[config.mk]
export PLATFORM = sky130hd
export DESIGN_NAME = moi_ctrl
export DESIGN_NICKNAME = d
export VERILOG_FILES = /design/src/sv/moi_pkg.sv /design/src/sv/moi_ctrl.sv
export SDC_FILE = /design/constraint.sdc
export NUM_CORES = 1
export LEC_CHECK = 0
export ABC_AREA = 1
export BUFFER_PORTS_ARGS = -buffer_cell sky130_fd_sc_hd__buf_2
export CELL_PAD_IN_SITES_DETAIL_PLACEMENT = 1
export CELL_PAD_IN_SITES_GLOBAL_PLACEMENT = 1
export CORE_MARGIN = 3
export CORE_UTILIZATION = 38
export CTS_CLUSTER_SIZE = 30
export DETAILED_ROUTE_END_ITERATION = 8
export MAX_ROUTING_LAYER = met4
export PLACE_DENSITY_LB_ADDON = 0.1
export SLEW_MARGIN = 0
export SYNTH_ARGS = -nofsm -noshare
export SYNTH_HDL_FRONTEND = slang
export SYNTH_SLANG_ARGS = --single-unit
[constraint.sdc]
create_clock -name clk_i -period 1.5 [get_ports clk_i]
set_clock_uncertainty 0.15 [all_clocks]
set_input_delay 0.075 -clock clk_i [delete_from_list [all_inputs] [get_ports clk_i]]
set_output_delay 0.075 -clock clk_i [all_outputs]
set_load 0.02 [all_outputs]
[src/sv/moi_pkg.sv]
`default_nettype none
package moi_pkg;
  localparam int unsigned CordicStepsDef = 24;
  localparam int unsigned AtanLen = 32;
  localparam logic signed [33:0] CordicGain = 34'sd652032874;

  localparam logic [0:0] RegLinear = 1'b0;
  localparam logic [0:0] RegAngular = 1'b1;

  typedef enum logic [4:0] {
    StIdle  = 5'b00001,
    StFront = 5'b00010,
    StIter  = 5'b00100,
    StMul   = 5'b01000,
    StOut   = 5'b10000
  } state_e;

  typedef struct packed {
    logic load;
    logic prep;
    logic iter;
    logic mul;
    logic acc;
  } cmd_t;

  function automatic logic signed [31:0] atan_turn(input logic [4:0] i);
    case (i)
      5'd0: atan_turn = 32'sd536870912;
      5'd1: atan_turn = 32'sd316933406;
      5'd2: atan_turn = 32'sd167458907;
      5'd3: atan_turn = 32'sd85004756;
      5'd4: atan_turn = 32'sd42667331;
      5'd5: atan_turn = 32'sd21354465;
      5'd6: atan_turn = 32'sd10679838;
      5'd7: atan_turn = 32'sd5340245;
      5'd8: atan_turn = 32'sd2670163;
      5'd9: atan_turn = 32'sd1335087;
      5'd10: atan_turn = 32'sd667544;
      5'd11: atan_turn = 32'sd333772;
      5'd12: atan_turn = 32'sd166886;
      5'd13: atan_turn = 32'sd83443;
      5'd14: atan_turn = 32'sd41722;
      5'd15: atan_turn = 32'sd20861;
      5'd16: atan_turn = 32'sd10430;
      5'd17: atan_turn = 32'sd5215;
      5'd18: atan_turn = 32'sd2608;
      5'd19: atan_turn = 32'sd1304;
      5'd20: atan_turn = 32'sd652;
      5'd21: atan_turn = 32'sd326;
      5'd22: atan_turn = 32'sd163;
      5'd23: atan_turn = 32'sd81;
      5'd24: atan_turn = 32'sd41;
      5'd25: atan_turn = 32'sd20;
      5'd26: atan_turn = 32'sd10;
      5'd27: atan_turn = 32'sd5;
      5'd28: atan_turn = 32'sd3;
      5'd29: atan_turn = 32'sd1;
      5'd30: atan_turn = 32'sd1;
      default: atan_turn = 32'sd0;
    endcase
  endfunction
endpackage
`default_nettype wire

[src/sv/moi_ctrl.sv]
`default_nettype none
module moi_ctrl #(
  parameter int unsigned CordicSteps = moi_pkg::CordicStepsDef
) (
  input  wire logic clk_i,
  input  wire logic rst_ni,
  input  wire logic in_valid_i,
  output logic      in_ready_o,
  output logic      out_valid_o,
  input  wire logic out_ready_i,
  output moi_pkg::cmd_t cmd_o,
  output logic [4:0] iter_o
);
  localparam int unsigned Steps = (CordicSteps > moi_pkg::AtanLen) ?
      moi_pkg::AtanLen : CordicSteps;
  localparam logic [4:0] LastIter = 5'(Steps - 1);
  localparam logic [4:0] LastChunk = 5'd2;

  moi_pkg::state_e state_q, state_d;
  logic [4:0] iter_q, iter_d;
  logic busy_valid_q, busy_valid_d;

  wire accept = in_valid_i && in_ready_o;
  wire out_free = !busy_valid_q || out_ready_i;

  assign in_ready_o = (state_q == moi_pkg::StIdle);
  assign out_valid_o = busy_valid_q;
  assign iter_o = iter_q;

  always_comb begin
    state_d = state_q;
    iter_d = iter_q;
    busy_valid_d = busy_valid_q && !out_ready_i;
    cmd_o = '0;
    case (state_q)
      moi_pkg::StIdle: begin
        if (accept) begin
          cmd_o.load = 1'b1;
          state_d = moi_pkg::StFront;
        end
      end
      moi_pkg::StFront: begin
        cmd_o.prep = 1'b1;
        iter_d = '0;
        state_d = moi_pkg::StIter;
      end
      moi_pkg::StIter: begin
        cmd_o.iter = 1'b1;
        if (iter_q == LastIter) begin
          iter_d = '0;
          state_d = moi_pkg::StMul;
        end else begin
          iter_d = iter_q + 5'd1;
        end
      end
      moi_pkg::StMul: begin
        cmd_o.mul = 1'b1;
        iter_d = iter_q + 5'd1;
        if (iter_q == LastChunk) state_d = moi_pkg::StOut;
      end
      moi_pkg::StOut: begin
        if (out_free) begin
          cmd_o.acc = 1'b1;
          busy_valid_d = 1'b1;
          state_d = moi_pkg::StIdle;
        end
      end
      default: state_d = moi_pkg::StIdle;
    endcase
  end

  always_ff @(posedge clk_i or negedge rst_ni) begin
    if (!rst_ni) begin
      state_q <= moi_pkg::StIdle;
      iter_q <= '0;
      busy_valid_q <= 1'b0;
    end else begin
      state_q <= state_d;
      iter_q <= iter_d;
      busy_valid_q <= busy_valid_d;
    end
  end
endmodule
`default_nettype wire

# Yosys cells after proc, flatten, opt, wreduce, memory -nomap -nowiden

Cells that the tools add are included.

Bits in registers: 11
Input bits: 4
Output and inout port bits: 12

$add $sub $neg: 1
Eq/ne operators: 11
Muxes and demuxes: 16
Reduce and logical (&&, ||, !) cells: 7

Operators with widths:

| kind                                                   | number |
|---|---|
| 2-to-1 mux 5 bit                                       | 5 |
| case mux 5 bit (5 select lines)                        | 1 |
| case mux 5 bit (3 select lines)                        | 1 |
| == test 5 x 2 -> 1 bit (second input constant)         | 2 |
| == test 5 bit (second input constant)                  | 2 |
| 2-to-1 mux 1 bit                                       | 9 |
| inequality test 2 bit (second input constant)          | 3 |
| adder 5 x 1 -> 5 bit (second input constant)           | 1 |
| == test 5 x 1 -> 1 bit (second input constant)         | 1 |
| == test 5 x 3 -> 1 bit (second input constant)         | 1 |
| == test 5 x 4 -> 1 bit (second input constant)         | 1 |
| AND reduction 4 bit                                    | 1 |
| nonzero test 3 bit                                     | 1 |
| logical AND 1 bit                                      | 2 |
| zero test 1 bit                                        | 2 |
| inequality test 2 x 1 -> 1 bit (second input constant) | 1 |
| logical OR 1 bit                                       | 1 |

# Logic depth before layout (Yosys ltp)

Word-level depth: 4
Depth in mapped cells: 8

# Least setup slack after synthesis

No wires, ideal clock.

Path type: reg2reg
From: register iter_q[0] (netlist: iter_o[0])
To: register iter_q[0] (netlist: iter_o[0])
Data arrival time: 1.271 ns
Data required time: 1.221 ns
Setup slack: -0.049 ns
Cell stages (with the launch flop): 7
Period minus slack after synthesis: 1.549 ns
Cells stage by stage: dfrtp_1 ha_1 nand2_2 nor2_4 nor2_4 nor2_2 o21ai_2

Longest elaborated chain between the ends: 3
Elaborated cells between the ends (all ways): 4

Ends and longest elaborated chain:

| item                                                         | RTL line                                       | RTL |
|---|---|---|
| from (decl)                                                  | moi_ctrl.sv:20                                 | `logic [4:0] iter_q, iter_d;` |
| from (signal assigned)                                       | moi_ctrl.sv:79                                 | `iter_q <= iter_d;` |
| adder 5 x 1 -> 5 bit / == test 5 bit (equally long branches) | moi_ctrl.sv:53, moi_ctrl.sv:58, moi_ctrl.sv:49 |  |
| 2-to-1 mux 5 bit                                             | moi_ctrl.sv:49                                 | `if (iter_q == LastIter) begin` |
| case mux 5 bit (3 select lines) *                            | moi_ctrl.sv:35                                 | `case (state_q)` |

Every way passes the cells marked *; elsewhere a longest branch is shown, timed or not.
A chain may end at the register's enable or synchronous reset.

==> summary.md <==
| Metric | Value |
|---|---|
| Status | finished, violations left |
| Failing checks | negative setup slack |
| Leak Pwr | about 0.46 nW |
| IO Count | 16 |
| CTS tree | yes |
| Ys async rst share | 100% |
| Post-synth top flop | dfrtp_1 |
| Worst-skew pair later-pin latency | 0.27 ns |
| Largest net degree at the start of global routing | 12 |
| Post-synthesis register bit count | 11 |
| Relative slew slack | 82.3% |
| Initial Util | 41.0% |
| Post-layout nets | 119 |
| Setup-failing EPs final | 2 |
| Setup crit start kind | flip-flop |
| Post-synth EDFFs | 0 |
| Yosys top cell area share | 34.6% |
| Pwr Density | 1640 nW/µm² |
| Highest clock rate | 0.662 GHz |
| Ant diodes | 0 |
| Placer congestion estimate | 0.752 |
| Leading cell types by count after synthesis | 14 x inv_1, 11 x nand2_1, 10 x dfrtp_1 |
| Num CTS Buffers | 3 |
| DP Area | 840 µm² |
| CP Class | reg2out |
| Total negative slack | -0.0112 ns |
| Post-DP HPWL | 1340 µm |
| FILL cells | 238 |
| Syn_area_per_cell | 8.31 µm² |
| Slew Limit Fails | 0 |
| Largest cells by area after synthesis | dfrtp_1 35%, nor2_2 7.8%, inv_1 7.3%, nand3_2 6.9%, nand3_1 6.2% |
| Die W | 49.6 µm |
| WP buf/inv | 2 |
| Syn_nets | 93 |
| TritonCTS sink count | 11 |
| Reg-to-reg endpoint | state_q[4] |
| Unrepaired setup endpoints after global routing | true |
| Worst hold path class | in2reg |
| Worst slew pin tran | 0.265 ns |
| DRT Pass-1 Iters | 4 |
| Max stage delay cell, worst path | dfstp_2 |
| Clk buf depth | 2 |
| Final setup margin | -0.0111 ns |
| Yosys cell types | 19 |
| R2R Setup Slk | 0.04 ns |
| Die height | 49.6 µm |
| VDD IR max | 0.000788 V |
| Final min period | 1.51 ns |
| Most frequent cell after synthesis | inv_1 |
| Sequential fraction of the synthesis area | 38.2% |
| Row count | 15 |
| Core area | 1760 µm² |
| CP max stage delay | roughly 0.57 ns |
| Area grow syn2layout | 35.8% |
| End point of the worst hold path | out_valid_o |
| Root Driver | clkbuf_4 |
| Final ANT Viol Nets | 0 |
| Cell count of the worst hold path | 4 |
| Post-placement setup slack | -0.00432 ns |
| GRT Resource Usage Total | 16.5% |
| Syn Inst Count | 87 |
| Reg2reg path depth | 7 |
| Yosys warns | 0 |
| DIE AREA | 2460 µm² |
| Critical path's top delay family | flip-flops |
| RR Startpoint | state_q[1] |
| Total grt overflow | 0 |
| CP endpoint kind | primary output |
| DR DRC count | 0 |
| Initial antenna violation count | 0 |
| Max-cap violations | 0 |
| Critical Path RT | 1.27 ns |
| Critical Path AT | approximately 1.3 ns |
| Vias in the first global route | 661 |
| Hold Startpoint | out_ready_i |
| Final wirelength | 1690 µm |
| Tcrit/Tclk final | 101% |
| Final design area excluding fillers | roughly 980 µm² |
| Clk slew on worst S/H paths | 0.07 ns |
| Mean number of vias per cell | 4.69 |
| WL/cell | approximately 12 µm |
| Mapped Area | 723 µm² |
| Crit-path max FO | 3 |
| Share of cells above drive strength 1 | 54.5% |
| Total power | 1.62 mW |
| Final Hold Viols | 0 |
| Buffers added on ports | 15 |
| # H-tree levels | 1 |
| Area leader, netlist | dfrtp_1 |
| Via count | about 640 |
| Critical path, cell by cell | inv_2 -> nor2_2 -> nand3_2 -> nor2_1 -> buf_4 |
| First-pass GRT wire length | 3020 µm |
| Starting DRT DRC Count | 3 |
-- how the worst max path moves through the flow --
| stage | start | endpoint | slack, ns | cells after the start |
|---|---|---|---|---|
| floorplan | iter_o[0] | iter_o[0] | 0.05 | 6 |
| global placement | iter_o[1] | iter_o[1] | 0.03 | 6 |
| detailed placement | iter_o[1] | iter_o[1] | -0.004 | 6 |
| CTS | state_q[0] | cmd_o[4] | -0.07 | 5 |
| global route | state_q[0] | cmd_o[4] | -0.10 | 5 |
| finish | state_q[0] | cmd_o[4] | -0.01 | 5 |
-- cell families (layout without fill, tap and decap cells) --
| logic type | count (synthesis) | in the layout | share of synthesized area (%) |
|---|---|---|---|
| compound gates | 8 | 8 | 8.13 |
| buf+inv | 17 | 42 | 8.82 |
| fa+ha+maj | 2 | 2 | 3.46 |
| xor+xnor | 3 | 3 | 3.63 |
| simple gates | 46 | 46 | 37.7 |
| flops | 11 | 11 | 38.2 |
-- final cells by class --
class	instances	area (µm²)	share of cell area (%)
Clock buffer	4	26.3	2.68
Inverter	17	63.8	6.50
Multi-Input combinational cell	59	427	43.4
Sequential cell	11	283	28.8
Tap cell	25	31.3	3.18
Timing Repair Buffer	21	151	15.4
-- sequential cells by signal (all words and copies together) (netlist names) --
name,flops
out_valid_o,1
state_q,5
iter_o,5
-- where the power goes --
| group | switching [mW] | internal (mW) | total, mW |
|---|---|---|---|
| combinational | 0.534 | 0.367 | 0.901 |
| sequential | 0.113 | 0.392 | 0.505 |
| clock | 0.106 | 0.103 | 0.209 |
| total | 0.754 | 0.862 | 1.62 |
-- per-stage QoR --
stage / hold slack (ns) / instances / util (%)
floorplan: -0.371 / 87 / -
global placement: -0.185 / 128 / 47.6
detailed placement: -0.181 / 128 / 47.6
CTS: 0.00910 / 136 / 54.4
global route: 0.0353 / 137 / 55.7
finish: 0.00592 / 137 / 55.7
-- layout by cell type (no fill, tap or decap) --
cell and n:
a21oi_2 2, buf_2 9, buf_4 7, buf_6 3, clkbuf_1 1, clkbuf_4 3, dfrtp_1 5, dfrtp_2 5
dfstp_2 1, dlygate4sd3_1 2, ha_1 1, ha_2 1, inv_1 11, inv_2 6, nand2_1 11, nand2_2 1
nand3_1 9, nand3_2 3, nand3_4 2, nor2_1 5, nor2_2 6, nor2_4 8, o21ai_1 2, o21ai_2 4
or2_1 1, xnor2_1 1, xor2_1 2
-- tightest hold or removal path: cells and delay by family --
family,cells,cell delay [ns]
and+or+nand+nor,2,0.19
buffers and inverters,2,0.13
-- routing by layer --
layer / global-route usage [%] / routed length [µm] / vias up / part of all wire, %
met2: 27.1 / 865 / 7 / 51
met4: 5.53 / 14 / 0 / 0.83
met3: 2.72 / 41 / 2 / 2.4
met1: 20.5 / 765 / 313 / 45
met5: - / 0 / - / 0
li1: - / - / 321 / -
-- timing repair --
| item | 4_1_cts | 5_1_grt |
|---|---|---|
| hold buffers | 2 | 0 |
| pin swaps | 2 | 2 |
| setup buffers | 2 | 1 |
| hold endpoints to repair | 13 | 0 |
| endpoints found under the setup margin | 8 | 10 |
| gates resized for setup | 17 | 7 |
(Power assumes the default switching activity.)
